**config.mk**
```make
export PLATFORM = sky130hd
export DESIGN_NAME = serial_frame_receiver_crc16_unit
export DESIGN_NICKNAME = d
export VERILOG_FILES = /design/src/rtl/sfr_pkg.sv /design/src/rtl/serial_frame_receiver_crc16_unit.sv
export SDC_FILE = /design/constraint.sdc
export NUM_CORES = 1
export LEC_CHECK = 0
export BUFFER_PORTS_ARGS = -buffer_cell sky130_fd_sc_hd__buf_2
export CORE_UTILIZATION = 56
export DETAILED_ROUTE_END_ITERATION = 8
export PLACE_DENSITY = 0.77
export REMOVE_ABC_BUFFERS = 1
export SYNTH_ARGS = -nofsm -noshare
export SYNTH_HDL_FRONTEND = slang
export SYNTH_SLANG_ARGS = --single-unit
```
**constraint.sdc**
```tcl
create_clock -name aclk -period 9.9 [get_ports aclk]
set_input_delay 0 -clock aclk [delete_from_list [all_inputs] [get_ports aclk]]
set_output_delay 0 -clock aclk [all_outputs]
set_load 0.05 [all_outputs]
```
**src/rtl/sfr_pkg.sv**
```systemverilog
// Package for the serial frame receiver: frame layout constants, sync reset values,
// configuration register indexes, hunt phase type and the CRC-16/MODBUS byte update.
// No dependencies.
`timescale 1ns / 1ps

package sfr_pkg;

    localparam int FRAME_BYTES_DEF = 32;
    localparam int HEADER_BYTES    = 4;
    localparam int DATA_BYTES_DEF  = 16;
    localparam int DATA_SLOTS      = 16;

    localparam logic [15:0] CRC_INIT = 16'hFFFF;
    localparam logic [15:0] CRC_POLY = 16'hA001;

    localparam logic [7:0] SYNC_FIRST_RST  = 8'hAA;
    localparam logic [7:0] SYNC_SECOND_RST = 8'h55;

    localparam int CFG_IDX_W = 2;
    localparam logic [CFG_IDX_W-1:0] CFG_SYNC_FIRST  = 2'd0;
    localparam logic [CFG_IDX_W-1:0] CFG_SYNC_SECOND = 2'd1;

    typedef enum logic [2:0] {
        PH_FIRST   = 3'b001,
        PH_SECOND  = 3'b010,
        PH_COLLECT = 3'b100
    } phase_t;

    function automatic logic [15:0] crc_byte(input logic [15:0] crc_in, input logic [7:0] b);
        logic [15:0] c;
        c = crc_in ^ {8'h00, b};
        for (int k = 0; k < 8; k++) begin
            if (c[0]) begin
                c = (c >> 1) ^ CRC_POLY;
            end else begin
                c = c >> 1;
            end
        end
        return c;
    endfunction

endpackage

```
**src/rtl/serial_frame_receiver_crc16_unit.sv**
```systemverilog
// Top level of the serial frame receiver: sync hunt, fixed frame collection and
// CRC-16/MODBUS check in one registered pass per byte.
// Depends on sfr_pkg.
`timescale 1ns / 1ps

// Usage:
//   s_ channel: one received byte per item (s_rx_byte) with a line error flag
//   (s_rx_error). An error byte abandons any partial sync or frame.
//   m_ channel: one item per complete frame, good or bad: command type, length
//   clamped to DATA_BYTES, data bytes in m_data_low / m_data_high (byte 0 in
//   bits 7:0, slots beyond DATA_BYTES zero) and m_crc_ok.
//   cfg channel: cfg_index 0 writes sync_first, 1 writes sync_second, others are
//   dropped. Always ready; write only while no byte is in flight.
// Timing:
//   A byte is registered in the input register when it is accepted and is
//   processed from there into the frame state; the last frame byte loads the
//   result register. One byte is accepted every cycle unless a result waits
//   on m_ready; the byte-wide CRC update and the result register set that rate.
// Stall:
//   While a result waits on m_ready, one more byte is taken into the input
//   register, then s_ready drops until the result is taken.
// Reset:
//   aresetn low clears both stages, restores the sync bytes to 0xAA / 0x55 and
//   starts hunting for the first sync byte.
module serial_frame_receiver_crc16_unit #(
    parameter int FRAME_BYTES = sfr_pkg::FRAME_BYTES_DEF,
    parameter int DATA_BYTES  = sfr_pkg::DATA_BYTES_DEF
) (
    input  logic                         aclk,
    input  logic                         aresetn,

    input  logic                         cfg_valid,
    output logic                         cfg_ready,
    input  logic [sfr_pkg::CFG_IDX_W-1:0] cfg_index,
    input  logic [7:0]                   cfg_data,

    input  logic                         s_valid,
    output logic                         s_ready,
    input  logic [7:0]                   s_rx_byte,
    input  logic                         s_rx_error,

    output logic                         m_valid,
    input  logic                         m_ready,
    output logic [7:0]                   m_command_type,
    output logic [4:0]                   m_payload_length,
    output logic [63:0]                  m_data_low,
    output logic [63:0]                  m_data_high,
    output logic                         m_crc_ok
);
    import sfr_pkg::*;

    localparam int POS_W = $clog2(FRAME_BYTES);
    localparam logic [POS_W-1:0] POS_START   = POS_W'(2);
    localparam logic [POS_W-1:0] POS_CMD     = POS_W'(2);
    localparam logic [POS_W-1:0] POS_LEN     = POS_W'(3);
    localparam logic [POS_W-1:0] POS_CRC_END = POS_W'(FRAME_BYTES - 3);
    localparam logic [POS_W-1:0] POS_CRC_LO  = POS_W'(FRAME_BYTES - 2);
    localparam logic [POS_W-1:0] POS_LAST    = POS_W'(FRAME_BYTES - 1);
    localparam logic [4:0]       LEN_MAX     = 5'(DATA_BYTES);

    logic [7:0]       sync_first_reg, sync_second_reg;

    logic             in_vld_reg, in_vld_next;
    logic [7:0]       in_byte_reg;
    logic             in_err_reg;

    phase_t           phase_reg, phase_next;
    logic [POS_W-1:0] pos_reg, pos_next;
    logic [15:0]      crc_reg, crc_next;
    logic [7:0]       cmd_reg, cmd_next;
    logic [7:0]       len_reg, len_next;
    logic [7:0]       crc_lo_reg, crc_lo_next;
    logic [7:0]       store_reg [DATA_BYTES];

    logic             m_valid_reg, m_valid_next;
    logic [7:0]       m_cmd_reg;
    logic [4:0]       m_len_reg;
    logic [63:0]      m_lo_reg, m_hi_reg;
    logic             m_ok_reg;

    logic             advance, fire, emit, collecting;
    logic [63:0]      data_lo, data_hi;
    logic [15:0]      crc_recv;

    assign cfg_ready = 1'b1;
    assign advance   = !m_valid_reg || m_ready;
    assign s_ready   = !in_vld_reg || advance;
    assign fire      = in_vld_reg && advance;

    assign m_valid          = m_valid_reg;
    assign m_command_type   = m_cmd_reg;
    assign m_payload_length = m_len_reg;
    assign m_data_low       = m_lo_reg;
    assign m_data_high      = m_hi_reg;
    assign m_crc_ok         = m_ok_reg;

    always_ff @(posedge aclk) begin
        if (!aresetn) begin
            sync_first_reg  <= SYNC_FIRST_RST;
            sync_second_reg <= SYNC_SECOND_RST;
        end else if (cfg_valid && cfg_ready) begin
            case (cfg_index)
                CFG_SYNC_FIRST:  sync_first_reg  <= cfg_data;
                CFG_SYNC_SECOND: sync_second_reg <= cfg_data;
                default: ;
            endcase
        end
    end

    always_comb begin
        in_vld_next = in_vld_reg;
        if (s_valid && s_ready) begin
            in_vld_next = 1'b1;
        end else if (advance) begin
            in_vld_next = 1'b0;
        end
    end

    always_ff @(posedge aclk) begin
        if (!aresetn) begin
            in_vld_reg <= 1'b0;
        end else begin
            in_vld_reg <= in_vld_next;
        end
        if (s_valid && s_ready) begin
            in_byte_reg <= s_rx_byte;
            in_err_reg  <= s_rx_error;
        end
    end

    assign collecting = fire && !in_err_reg && (phase_reg == PH_COLLECT);
    assign crc_recv   = {in_byte_reg, crc_lo_reg};

    always_comb begin
        phase_next  = phase_reg;
        pos_next    = pos_reg;
        crc_next    = crc_reg;
        cmd_next    = cmd_reg;
        len_next    = len_reg;
        crc_lo_next = crc_lo_reg;
        emit        = 1'b0;
        if (fire) begin
            if (in_err_reg) begin
                phase_next = PH_FIRST;
                pos_next   = '0;
                crc_next   = CRC_INIT;
            end else begin
                case (phase_reg)
                    PH_SECOND: begin
                        if (in_byte_reg == sync_second_reg) begin
                            phase_next = PH_COLLECT;
                            pos_next   = POS_START;
                            crc_next   = CRC_INIT;
                        end else if (in_byte_reg != sync_first_reg) begin
                            phase_next = PH_FIRST;
                        end
                    end
                    PH_COLLECT: begin
                        if (pos_reg == POS_CMD) begin
                            cmd_next = in_byte_reg;
                        end
                        if (pos_reg == POS_LEN) begin
                            len_next = in_byte_reg;
                        end
                        if (pos_reg <= POS_CRC_END) begin
                            crc_next = crc_byte(crc_reg, in_byte_reg);
                        end
                        if (pos_reg == POS_CRC_LO) begin
                            crc_lo_next = in_byte_reg;
                        end
                        if (pos_reg >= POS_LAST) begin
                            emit       = 1'b1;
                            phase_next = PH_FIRST;
                            pos_next   = '0;
                            crc_next   = CRC_INIT;
                        end else begin
                            pos_next = pos_reg + 1'b1;
                        end
                    end
                    default: begin
                        phase_next = (in_byte_reg == sync_first_reg) ? PH_SECOND : PH_FIRST;
                        pos_next   = '0;
                    end
                endcase
            end
        end
    end

    always_ff @(posedge aclk) begin
        if (!aresetn) begin
            phase_reg  <= PH_FIRST;
            pos_reg    <= '0;
            crc_reg    <= CRC_INIT;
            cmd_reg    <= '0;
            len_reg    <= '0;
            crc_lo_reg <= '0;
        end else begin
            phase_reg  <= phase_next;
            pos_reg    <= pos_next;
            crc_reg    <= crc_next;
            cmd_reg    <= cmd_next;
            len_reg    <= len_next;
            crc_lo_reg <= crc_lo_next;
        end
    end

    for (genvar i = 0; i < DATA_BYTES; i++) begin : g_store
        always_ff @(posedge aclk) begin
            if (collecting && (pos_reg == POS_W'(HEADER_BYTES + i))) begin
                store_reg[i] <= in_byte_reg;
            end
        end
    end

    for (genvar i = 0; i < 8; i++) begin : g_data
        if (i < DATA_BYTES) begin : g_lo
            assign data_lo[8*i +: 8] = store_reg[i];
        end else begin : g_lo_zero
            assign data_lo[8*i +: 8] = 8'h00;
        end
        if (i + 8 < DATA_BYTES) begin : g_hi
            assign data_hi[8*i +: 8] = store_reg[i + 8];
        end else begin : g_hi_zero
            assign data_hi[8*i +: 8] = 8'h00;
        end
    end

    always_comb begin
        m_valid_next = m_valid_reg;
        if (fire && emit) begin
            m_valid_next = 1'b1;
        end else if (m_ready) begin
            m_valid_next = 1'b0;
        end
    end

    always_ff @(posedge aclk) begin
        if (!aresetn) begin
            m_valid_reg <= 1'b0;
        end else begin
            m_valid_reg <= m_valid_next;
        end
        if (fire && emit) begin
            m_cmd_reg <= cmd_reg;
            m_len_reg <= (len_reg > 8'(DATA_BYTES)) ? LEN_MAX : len_reg[4:0];
            m_lo_reg  <= data_lo;
            m_hi_reg  <= data_hi;
            m_ok_reg  <= (crc_recv == crc_reg);
        end
    end

    a_ready_only_on_full: assert property (@(posedge aclk) disable iff (!aresetn)
        !s_ready |-> (in_vld_reg && m_valid_reg && !m_ready))
        else $error("input stalled without a blocked result");

    a_result_from_item: assert property (@(posedge aclk) disable iff (!aresetn)
        (m_valid_reg && !$past(m_valid_reg)) |-> $past(fire))
        else $error("result appeared without a processed item");

    a_collect_range: assert property (@(posedge aclk) disable iff (!aresetn)
        (phase_reg == PH_COLLECT) |-> (pos_reg >= POS_START && pos_reg <= POS_LAST))
        else $error("frame position out of range");

    a_restart_after_frame: assert property (@(posedge aclk) disable iff (!aresetn)
        (fire && emit) |=> (phase_reg == PH_FIRST && crc_reg == CRC_INIT && m_valid_reg))
        else $error("hunt not restarted after a frame");

endmodule

```
=== After elaboration in Yosys (flattened, before gate mapping) ===
Memories as Yosys holds them, arrays and structs flattened. A register that Yosys moved wholly into a read port is not among the register bits.
Cells that the tools add are included.

* Bits of input ports: 24
* Memory bits (writable): 128
* Memories: 1
* Output and inout port bits: 145
* Bits in registers: 89

* Reduce and logical (&&, ||, !) cells: 53
* Multiplexer cells: 136
* Bitwise logic cells: 10
* Equal/unequal tests: 30
* Add/sub/neg operators: 1
* Order comparisons: 3

{| class="wikitable"
|+ Memory list
! memory !! depth !! width !! rd ports !! clocked after Yosys merged registers in !! write ports !! line !! text
|-
| store_reg || 16 || 8 || 16 || 16 || 1 || serial_frame_receiver_crc16_unit.sv:73 || <nowiki>logic [7:0] store_reg [DATA_BYTES];</nowiki>
|}

{| class="wikitable"
|+ Operators by type and width
! kind !! number
|-
| $mux 16 || 40
|-
| $mux 8 || 15
|-
| $reduce_or 8->1 || 15
|-
| $mux 4 || 15
|-
| $mux 1 || 55
|-
| $eq 5x4->1 const B || 8
|-
| $pmux 16 s2 || 1
|-
| $eq 5x5->1 const B || 5
|-
| $not 2->3 || 8
|-
| $logic_and 1x1->1 || 21
|-
| $eq 5x3->1 const B || 4
|-
| $eq 16x16->1 || 1
|-
| $eq 8x8->1 || 2
|-
| $reduce_and 4->1 || 4
|-
| $xor 16x8->16 || 1
|-
| $mux 5 || 3
|-
| $mux 3 || 4
|-
| $eq 5x2->1 const B || 2
|-
| $pmux 5 s2 || 1
|-
| $gt 8x5->1 const B || 1
|-
| $ne 8x8->1 || 1
|-
| $pmux 3 s2 || 1
|-
| $reduce_and 2->1 || 3
|-
| $add 5x1->5 const B || 1
|-
| other kinds (17) || 21
|}

=== Longest topological paths before layout ===
Gate-level depths: netlist of the first run.

* Depth after elaboration: 49
* Depth in mapped cells: 10
* Depth with buffers taken out: 9

=== Least setup slack after synthesis of the first run ===
No wires, ideal clock.

* Kind: register to register
* Start point: register pos_reg[1]
* End point: register m_cmd_reg[0] (netlist: m_command_type[0]), enable pin
* Arrival: 7.182 ns
* Setup time: 0.647 ns
* Period minus slack after synthesis: 7.829 ns
* Cell stages (with the launch flop): 7
* Path buffers: 0
* Slack: 2.071 ns
* Path through: dfxtp_1 > ha_1 > inv_1 > nor2_1 > ha_1 > a31oi_1 > nor2_1

* Longest elaborated chain between the ends: 6

{| class="wikitable"
|+ RTL lines
! what !! line !! text
|-
| from (decl) || serial_frame_receiver_crc16_unit.sv:68 || <nowiki>logic [POS_W-1:0] pos_reg, pos_next;</nowiki>
|-
| from (signal assigned) || serial_frame_receiver_crc16_unit.sv:199 || <nowiki>pos_reg <= pos_next;</nowiki>
|-
| $ge 5x5->1 || serial_frame_receiver_crc16_unit.sv:171 || <nowiki>if (pos_reg >= POS_LAST) begin</nowiki>
|-
| $mux 1 || serial_frame_receiver_crc16_unit.sv:171 ||
|-
| $mux 1 || serial_frame_receiver_crc16_unit.sv:148 || <nowiki>case (phase_reg)</nowiki>
|-
| $mux 1 || serial_frame_receiver_crc16_unit.sv:143 || <nowiki>if (in_err_reg) begin</nowiki>
|-
| $mux 1 || serial_frame_receiver_crc16_unit.sv:142 || <nowiki>if (fire) begin</nowiki>
|-
| $logic_and 1x1->1 || serial_frame_receiver_crc16_unit.sv:243 || <nowiki>if (fire && emit) begin</nowiki>
|-
| to (signal assigned) || serial_frame_receiver_crc16_unit.sv:244 || <nowiki>m_cmd_reg <= cmd_reg;</nowiki>
|-
| to (decl) || serial_frame_receiver_crc16_unit.sv:76 || <nowiki>logic [7:0] m_cmd_reg;</nowiki>
|}

No other way between the ends.
A chain may end at the register's enable or synchronous reset.

=== Worst setup path in the final report of the first run ===
* Start point: register pos_reg[0]
* End point: register m_hi_reg[53] (netlist: m_data_high[53]) (read register of store_reg), enable pin

* Longest elaborated chain between the ends: 6

{| class="wikitable"
|+ RTL lines
! what !! line !! text
|-
| $ge 5x5->1 || serial_frame_receiver_crc16_unit.sv:171 ||
|-
| $mux 1 || serial_frame_receiver_crc16_unit.sv:171 ||
|-
| $mux 1 || serial_frame_receiver_crc16_unit.sv:148 ||
|-
| $mux 1 || serial_frame_receiver_crc16_unit.sv:143 ||
|-
| $mux 1 || serial_frame_receiver_crc16_unit.sv:142 ||
|-
| $logic_and 1x1->1 || serial_frame_receiver_crc16_unit.sv:243 ||
|-
| to (decl) || serial_frame_receiver_crc16_unit.sv:78 || <nowiki>logic [63:0] m_lo_reg, m_hi_reg;</nowiki>
|}

No other way between the ends.

==> results of run 1 <==
-- power by group through the flow --
stage	clock network, mW	registers [mW]	logic, mW
finish	1.21	1.57	0.0925
global route	1.29	1.57	0.0985
CTS	1.23	1.57	0.0920
detailed placement	0	1.60	0.0849
global placement	0	1.60	0.0846
floorplan	0	1.61	0.0425
-- cell usage after synthesis, types with 3 or more instances --
cell type,count
a21boi_0,3
a31oi_1,3
and2_1,14
buf_2,11
clkbuf_1,12
dfxtp_1,66
edfxtp_1,279
ha_1,6
inv_1,9
mux2i_1,56
nand2_1,40
nand2b_1,6
nand3_1,3
nand4_1,9
nor2_1,13
nor2b_1,38
nor3_1,3
nor4_1,6
nor4b_1,4
o21ai_0,6
xnor2_1,50
-- area by class of cell --
| cell class | instances | area share, % |
|---|---|---|
| inverters | 9 | 0.234 |
| clock inverters | 15 | 0.883 |
| clock buffers | 46 | 6.35 |
| well taps | 275 | 2.38 |
| flip-flops and latches | 345 | 67.1 |
| repair buffers | 200 | 7.88 |
| multi-input cells | 290 | 15.2 |
-- metrics by stage --
stage | cells | util [%]
6_report | 1180 | 68.5
3_5_place_dp | 1097 | 62.5
4_1_cts | 1180 | 68.5
2_1_floorplan | 644 | -
3_3_place_gp | 1097 | 62.5
5_1_grt | 1180 | 68.5
-- final timing paths --
| kind | start | end | slack, ns | cells after the start |
|---|---|---|---|---|
| worst min register to register | store_reg[14][7] | m_data_high[55] | 0.41 | 0 |
| worst max register to register | pos_reg[0] | m_data_high[53] | 5.88 | 8 |
| worst max-delay path | pos_reg[0] | m_data_high[53] | 5.88 | 8 |
| worst min-delay path | cfg_index[1] | sync_first_reg[1] | 0.03 | 5 |
-- what timing repair did --
item                                    4_1_cts  5_1_grt
gates resized for setup                       0        0
hold buffers                                 22        0
hold endpoints to repair                     27        0
endpoints found under the setup margin        0        0
-- cell usage in the layout (no fill, tap or decap), drive strengths merged, types with 2 or more instances in the layout --
cell	n
inv	9
a21boi	4
and3	2
o21ai	6
dlygate4sd3	22
nor2	13
nand3b	2
clkbuf	46
and2	14
clkinv	11
xor2	2
clkinvlp	3
nor3	3
mux2i	56
or4	2
a31oi	3
edfxtp	279
o21a	2
dfxtp	66
nand2b	6
nor4	6
ha	6
nor2b	38
nand3	3
xnor2	50
nor4b	4
a21oi	2
nand2	40
or4b	2
o2111ai	2
nand4	9
buf	178
-- per-layer routing --
metal	wire length, um	vias up	track usage [%]
li1	-	2886	-
met1	10200	3045	29.5
met2	11700	268	36.7
met3	1530	35	4.05
met4	401	0	6.08
met5	0	-	0
-- cells by family after synthesis --
kind of cell    after synthesis  synth area share, %
compound gates               25                 1.77
xor+xnor                     54                 4.17
fa+ha+maj                     6                0.623
buf+inv                      36                 1.46
flops                       345                 80.5
mux                          56                 4.65
other cells                   1               0.0311
simple gates                148                 6.77
-- worst max-delay path, delay by kind of cell, from the launching register on --
kind            cells  cell delay (ns)
buf+inv             3             1.59
simple gates        2             0.66
fa+ha+maj           2             0.64
flops               1             0.57
compound gates      1             0.10
==> results.toml, run 1 <==
[setup_path]
critPathKind = "reg2reg"
critPathSlowestCell = "buf_4"
path_max_fanout = 92
arrival_ns = 4.13
crit_path_start_kind = "register"
required_ns = 10.02
crit_path_max_incr_delay_ns = 0.96
cp-end-kind = "register"
worstPathCellList = "ha_1 -> inv_1 -> nor2_1 -> ha_1 -> a31oi_1 -> nor2_4 -> buf_4 -> buf_4"

[detailed_routing]
drtAntennaViolNets = 0
drcViolationCount = 0
drtIter0Drc = 399
wl_per_cell_um = 20.2
vias = 6234
vias_per_cell = 5.28
wirelength_um = 23900
firstDrtPassIters = 5

[power]
finalPower_mw = 2.87
p_int_mw = 2.29
switching_share_pct = 20.3
comb_power_share_pct = 3.2
power_leakage_nw = 5.26
ir_drop_uv = 110
sequentialPowerShare_pct = 54.7
clkPwrFrac_pct = 42.1
netSwitchingPower_uw = 584
power_density_mw_per_mm2 = 199

[synthesis]
synth_edf_count = 279
yosysTopAreaCell = "edfxtp_1"
synth_seq_cells = 345
netlist_instances = 671
async_flop_share_pct = 0
synth_top_area_share_pct = 69.6
synth_flop_cell = "edfxtp_1"
yosys_warnings = 0
yosysSeqAreaShare_pct = 80.5
yosysUniqueCellTypes = 49
syn_area_mm2 = 0.0120
syn_avg_cell_area_um2 = 18.0
ys_top_cells_by_area = "edfxtp_1 70%, dfxtp_1 11%, mux2i_1 4.7%"

[run]
timing.max_cap.violations = 0

[status]
outcome = "completed"

[global_routing]
grt_usage_pct = 21.9
grt_first_pass_wirelength_um = 35700
grt_antenna_before_repair = 0
grt_pass1_vias = 6205
grt_max_degree = 93
grt-ovfl-total = 0

[clocking]
cts_max_level = 2
cts-root-buf = "clkbuf_16"
clk_pin_slew_ns = 0.06
postCtsSetupRepairBufs = 0
cts_tree = "done"
cts_inserted_buffers = 34
clock_latency_ns = 0.52
cts_max_path_buffers = 3
clkSinkCount = 345

[layout]
syn2layout_area_growth_pct = 20.0
final_cell_area_mm2 = 0.0145
regArea_mm2 = 0.00970
drive_gt1_share_pct = 26.0
largest_reg_flops = 128
nets = 910
diodes = 0
fillers = 1377
multi_input_area_mm2 = 0.00219

[sta]
fin_crit_ns = 4.02
setup_slack_ns = 5.88
fin_crit_sh_pct = 40.6
tightest_slew_ns = 1.16
drv_slew = 0
hold_violations = 0
slew_headroom_pct = 22.8
fin_skew_ns = 0.0225
rsz0062_at_grt = "false"
finalSetupViolCount = 0
max_clock_freq_mhz = 249
hold_slack_ns = 0.0295
fin_setup_tns_ns = 0

[floorplanning]
die_x_um = 149
initial_core_util_pct = 57.1
die_h_um = 149
placeableCoreArea_mm2 = 0.0211
rows = 53
die-area_mm2 = 0.0221
design.portCount = 169

[placed_design]
postPlaceCellArea_mm2 = 0.0132
gp_congestion = 0.816
post-place-ws_ns = 6.01
numPortBuffers = 167
hpwl_um = 13500

[min_path]
hold_class = "in2reg"
(Power assumes the default switching activity.)
==> inputs of run 2 (changes only) <==
- CORE_UTILIZATION: 56 -> 51
- PLACE_DENSITY: 0.77 -> 0.74
- clock period: 9.9 -> 3.41 ns (I/O delays scaled with it)
==> run 2 against run 1 <==
Global-route usage decreased by 3.4 points. Core utilization decreased by 5.1 points. Clock power increased to 2.7 times the previous value. Worst setup slack got worse by 5.5 ns. Largest power group unchanged. Sequential cell count unchanged. Highest routed layer unchanged. Combinational power increased to 2.8 times the previous value. Hold slack got worse by 0.0013 ns. Count of clock-buffer cells in the layout decreased by 1. Sequential power increased to 2.9 times the previous value. Register-to-register slack got worse by 5.5 ns. Sequential share of layout area decreased by 0.37 points. Clock skew decreased by 0.0092 ns.
==> results.toml, run 2 (synthesis results as in run 1) <==
[power]
sequentialPowerShare_pct = 56.5
switching_share_pct = 19.0
clkPwrFrac_pct = 40.4
ir_drop_uv = 371
netSwitchingPower_mw = 1.54
power_leakage_nw = 5.29
power_density_mw_per_mm2 = 558
comb_power_share_pct = 3.2
p_int_mw = 6.57
finalPower_mw = 8.11

[detailed_routing]
drtIter0Drc = 368
wirelength_um = 22200
vias = 6089
vias_per_cell = 4.97
drtAntennaViolNets = 0
drcViolationCount = 0
firstDrtPassIters = 4
wl_per_cell_um = 18.1

[clocking]
clkSinkCount = 345
cts_inserted_buffers = 31
cts_max_level = 1
cts_tree = "done"
cts-root-buf = "clkbuf_16"
clock_latency_ns = 0.54
cts_resized = 0
cts_max_path_buffers = 3
clk_pin_slew_ns = 0.06

[global_routing]
grt_antenna_before_repair = 0
grt_max_degree = 63
grt_first_pass_wirelength_um = 33700
grt-ovfl-total = 0
grt_usage_pct = 18.5
grt_pass1_vias = 5994

[sta]
tightest_slew_ns = 0.895
setup_slack_ns = 0.380
max_clock_freq_mhz = 330
fin_crit_ns = 3.03
fin_setup_tns_ns = 0
rsz0062_at_grt = "false"
slew_headroom_pct = 40.3
hold_violations = 0
finalSetupViolCount = 0
fin_skew_ns = 0.0133
drv_slew = 0
hold_slack_ns = 0.0282
fin_crit_sh_pct = 88.9

[layout]
largest_reg_flops = 128
layout_common_cells = "279 x edfxtp_1, 167 x buf_2, 66 x dfxtp_1, 56 x mux2i_1, 50 x xnor2_1"
final_cell_area_mm2 = 0.0145
instances_no_fill = 1225
syn2layout_area_growth_pct = 20.6
layout_commonest_cell = "edfxtp_1"
diodes = 0
nets = 919
drive_gt1_share_pct = 25.7
utilization_pct = 63.4

[setup_path]
path_max_fanout = 21
arrival_ns = 3.43
critPathKind = "reg2reg"
cp-end-kind = "register"
required_ns = 3.81
crit_path_start_kind = "register"

[placed_design]
gp_congestion = 0.803
placedCellCount = 1144
postPlaceCellArea_mm2 = 0.0133
hpwl_um = 14300
post-place-ws_ns = 0.378
numPortBuffers = 167

[floorplanning]
placeableCoreArea_mm2 = 0.0229
die-area_mm2 = 0.0242
die_h_um = 156
die_x_um = 156
rows = 55
design.portCount = 169
initial_core_util_pct = 52.6

[status]
outcome = "completed"

[min_path]
hold_class = "in2reg"

[run]
timing.max_cap.violations = 0
-- run 2: cell types whose count changed in the layout (fill, tap and decap cells not counted), sizes merged --
cell | previous run | this run
buf | 178 | 187
clkinv | 11 | 7
dlygate4sd3 | 22 | 25
bufinv | 1 | 3
clkinvlp | 3 | 1
clkbuf | 46 | 45
-- run 2: what timing repair did --
item	4_1_cts	5_1_grt
setup buffers	0	0
hold endpoints to repair	40	0
hold buffers	25	0
-- run 2: cell type report --
cell class | instances | area [um^2]
Sequential cell | 345 | 9700
Timing Repair Buffer | 212 | 1260
Inverter | 9 | 33.8
Tap cell | 313 | 392
Multi-Input combinational cell | 290 | 2180
Clock buffer | 45 | 828
Fill cell | 1628 | 8390
Clock inverter | 11 | 133
-- run 2: power by group through the flow --
stage	combinational [mW]	clock, mW	sequential (mW)
after floorplan	0.123	0	4.67
after global placement	0.236	0	4.67
after detailed placement	0.237	0	4.67
after CTS	0.261	3.33	4.58
after global routing	0.278	3.49	4.58
final	0.258	3.27	4.58
-- run 2: worst max-delay path, cell delays in order (launching register included) --
cell and delay, ns:
dfxtp_1 0.42, ha_1 0.31, inv_1 0.10, nor2_1 0.07, ha_1 0.25, a311oi_4 0.75, o2111ai_2 0.28, o2111ai_4 0.38
mux2i_1 0.26, nand2_1 0.07
-- run 2: worst paths after layout --
path | endpoint | start | slack (ns) | cells after the start
worst min-delay path | sync_first_reg[4] | cfg_index[1] | 0.03 | 5
worst min register to register | m_data_low[24] | store_reg[3][0] | 0.40 | 0
worst max-delay path | crc_reg[10] | pos_reg[0] | 0.38 | 9
worst max register to register | crc_reg[10] | pos_reg[0] | 0.38 | 9
-- run 2: routing by layer --
| layer | share of wire [%] | wire length, um | vias to the layer above | track usage [%] |
|---|---|---|---|---|
| met2 | 51 | 11300 | 194 | 33.1 |
| li1 | - | - | 2894 | - |
| met1 | 42 | 9370 | 2954 | 23.3 |
| met4 | 2.5 | 553 | 0 | 5.74 |
| met5 | 0 | 0 | - | 0 |
| met3 | 4.5 | 988 | 47 | 2.83 |
==> inputs of run 3 (changes only) <==
- BUFFER_PORTS_ARGS: -buffer_cell sky130_fd_sc_hd__buf_2 -> -buffer_cell sky130_fd_sc_hd__buf_4
==> run 3 against run 2 <==
Global-route usage up 0.58 points. Clock skew decreased by 0.00086 ns. Sequential share of layout area is 2.6 points lower. Core utilization rose by 2.6 points.
==> results.toml, run 3 (synthesis results as in run 1) <==
[status]
outcome = "completed"

[clocking]
clkSinkCount = 345
cts_tree = "done"
cts_max_path_buffers = 3
cts_max_level = 1
clk_pin_slew_ns = 0.07
clock_latency_ns = 0.55
cts_inserted_buffers = 31
cts-root-buf = "clkbuf_16"
postCtsSetupRepairBufs = 0

[sta]
rsz0062_at_grt = "false"
tightest_slew_ns = 0.910
finalSetupViolCount = 0
max_clock_freq_mhz = 327
fin_crit_ns = 3.05
fin_crit_sh_pct = 89.6
hold_slack_ns = 0.179
hold_violations = 0
slew_headroom_pct = 39.3
fin_skew_ns = 0.0125
drv_slew = 0

[detailed_routing]
vias_per_cell = 5.03
firstDrtPassIters = 5
wl_per_cell_um = 18.6
wirelength_um = 22900
vias = 6208
drcViolationCount = 0
drtAntennaViolNets = 0
drtIter0Drc = 485

[setup_path]
crit_path_max_incr_delay_ns = 0.76
crit_path_start_kind = "register"
r2r_slack_ns = 0.36
arrival_ns = 3.47
cp-end-kind = "register"
rr_startpoint = "pos_reg[0]"
startpoint = "pos_reg[0]"
critPathKind = "reg2reg"
path_max_fanout = 21
required_ns = 3.82
critPathSlowestCell = "a311oi_4"
cp_common_cell = "ha_1"
rr_worst_depth = 9
worstPathCellList = "ha_1 -> inv_1 -> nor2_1 -> ha_1 -> a311oi_4 -> o2111ai_2 -> o2111ai_4 -> mux2i_1 -> nand2_1"
worstReg2RegEnd = "crc_reg[13]"

[floorplanning]
die_x_um = 156
die_h_um = 156
placeableCoreArea_mm2 = 0.0229
rows = 55
design.portCount = 169
initial_core_util_pct = 52.6
die-area_mm2 = 0.0242

[layout]
syn2layout_area_growth_pct = 25.6
utilization_pct = 66.0
layout_common_cells = "279 x edfxtp_1, 183 x buf_4, 66 x dfxtp_1, 56 x mux2i_1, 50 x xnor2_1"
nets = 926
largest_reg_flops = 128
diodes = 0
layout_commonest_cell = "edfxtp_1"
drive_gt1_share_pct = 26.4

[run]
timing.max_cap.violations = 0

[power]
switching_share_pct = 19.5
sequentialPowerShare_pct = 54.2
p_int_mw = 6.80
power_density_mw_per_mm2 = 558
clkPwrFrac_pct = 42.6
ir_drop_uv = 374
comb_power_share_pct = 3.2
power_leakage_nw = 5.50
netSwitchingPower_mw = 1.65

[min_path]
whs_endpoint = "in_byte_reg[7]"
hold_class = "in2reg"
hold_depth = 2
min_from = "s_rx_byte[7]"

[global_routing]
grt-ovfl-total = 0
grt_antenna_before_repair = 0
grt_first_pass_wirelength_um = 34900
grt_usage_pct = 19.1
grt_max_degree = 130
grt_pass1_vias = 6053

[placed_design]
hpwl_um = 13900
numPortBuffers = 167
gp_congestion = 0.835
==> run 3: changes by cell type in the layout (fill, tap and decap cells not counted), moves of 2 or more <==
cell | before | now
clkbuf_1 | 14 | 2
clkinv_2 | 3 | 7
dlygate4sd3_1 | 25 | 35
bufinv_16 | 3 | 6
inv_6 | 0 | 3
buf_4 | 18 | 183
buf_2 | 167 | 0
clkinvlp_4 | 1 | 3
==> run 3: power groups by stage <==
stage	Combinational, mW	Sequential [mW]	Clock, mW
2_1_floorplan	0.123	4.67	0
3_3_place_gp	0.242	4.67	0
3_5_place_dp	0.243	4.67	0
4_1_cts	0.273	4.58	3.65
5_1_grt	0.293	4.58	3.82
6_report	0.273	4.58	3.60
==> run 3: worst max path at each step <==
stage / depth (start not counted) / end / slack (ns)
final: 9 / crc_reg[13] / 0.36
after global routing: 9 / crc_reg[13] / 0.06
after CTS: 9 / crc_reg[7] / 0.38
after detailed placement: 9 / crc_reg[13] / 0.39
after global placement: 9 / crc_reg[5] / 0.44
after floorplan: 6 / m_command_type[0] / -4.45
==> run 3: worst max-delay path, delay by kind of cell (launching register included) <==
kind / cells / cell delay, ns
AO/OA/AOI/OAI: 3 / 1.41
multiplexers: 1 / 0.27
buffers and inverters: 1 / 0.11
adder cells (fa/ha/maj): 2 / 0.57
AND/OR/NAND/NOR: 2 / 0.14
flip-flops: 1 / 0.43
==> run 3: what timing repair did <==
action,in CTS,in global routing
hold buffers,35,0
endpoints found under the hold margin,48,0
gates resized for setup,0,0
==> run 3: metrics by stage <==
step	total power, mW	worst slack [ns]	setup TNS [ns]	instance area [um^2]	std cells
2_1_floorplan	4.80	-4.45	-636.24	11900	644
3_3_place_gp	4.91	0.435	0	13700	1141
3_5_place_dp	4.91	0.394	0	13700	1141
4_1_cts	8.50	0.380	0	15100	1233
5_1_grt	8.69	0.0615	0	15100	1233
6_report	8.45	0.356	0	15100	1233
==> run 3: layout make-up <==
class,instances,area [um^2]
sequential,345,9700
inverter,9,33.8
multi-input combinational,290,2180
clock buffer,33,783
timing repair buffer,219,1740
fill,1550,7790
clock inverter,24,288
tap,313,392
==> run 3: routing by layer <==
layer	routed length [um]	GRT usage, %	vias to the layer above
li1	-	-	2911
met1	9630	25.4	3037
met2	11400	32.6	220
met3	1370	3.31	40
met4	467	5.18	0
met5	0	0	-
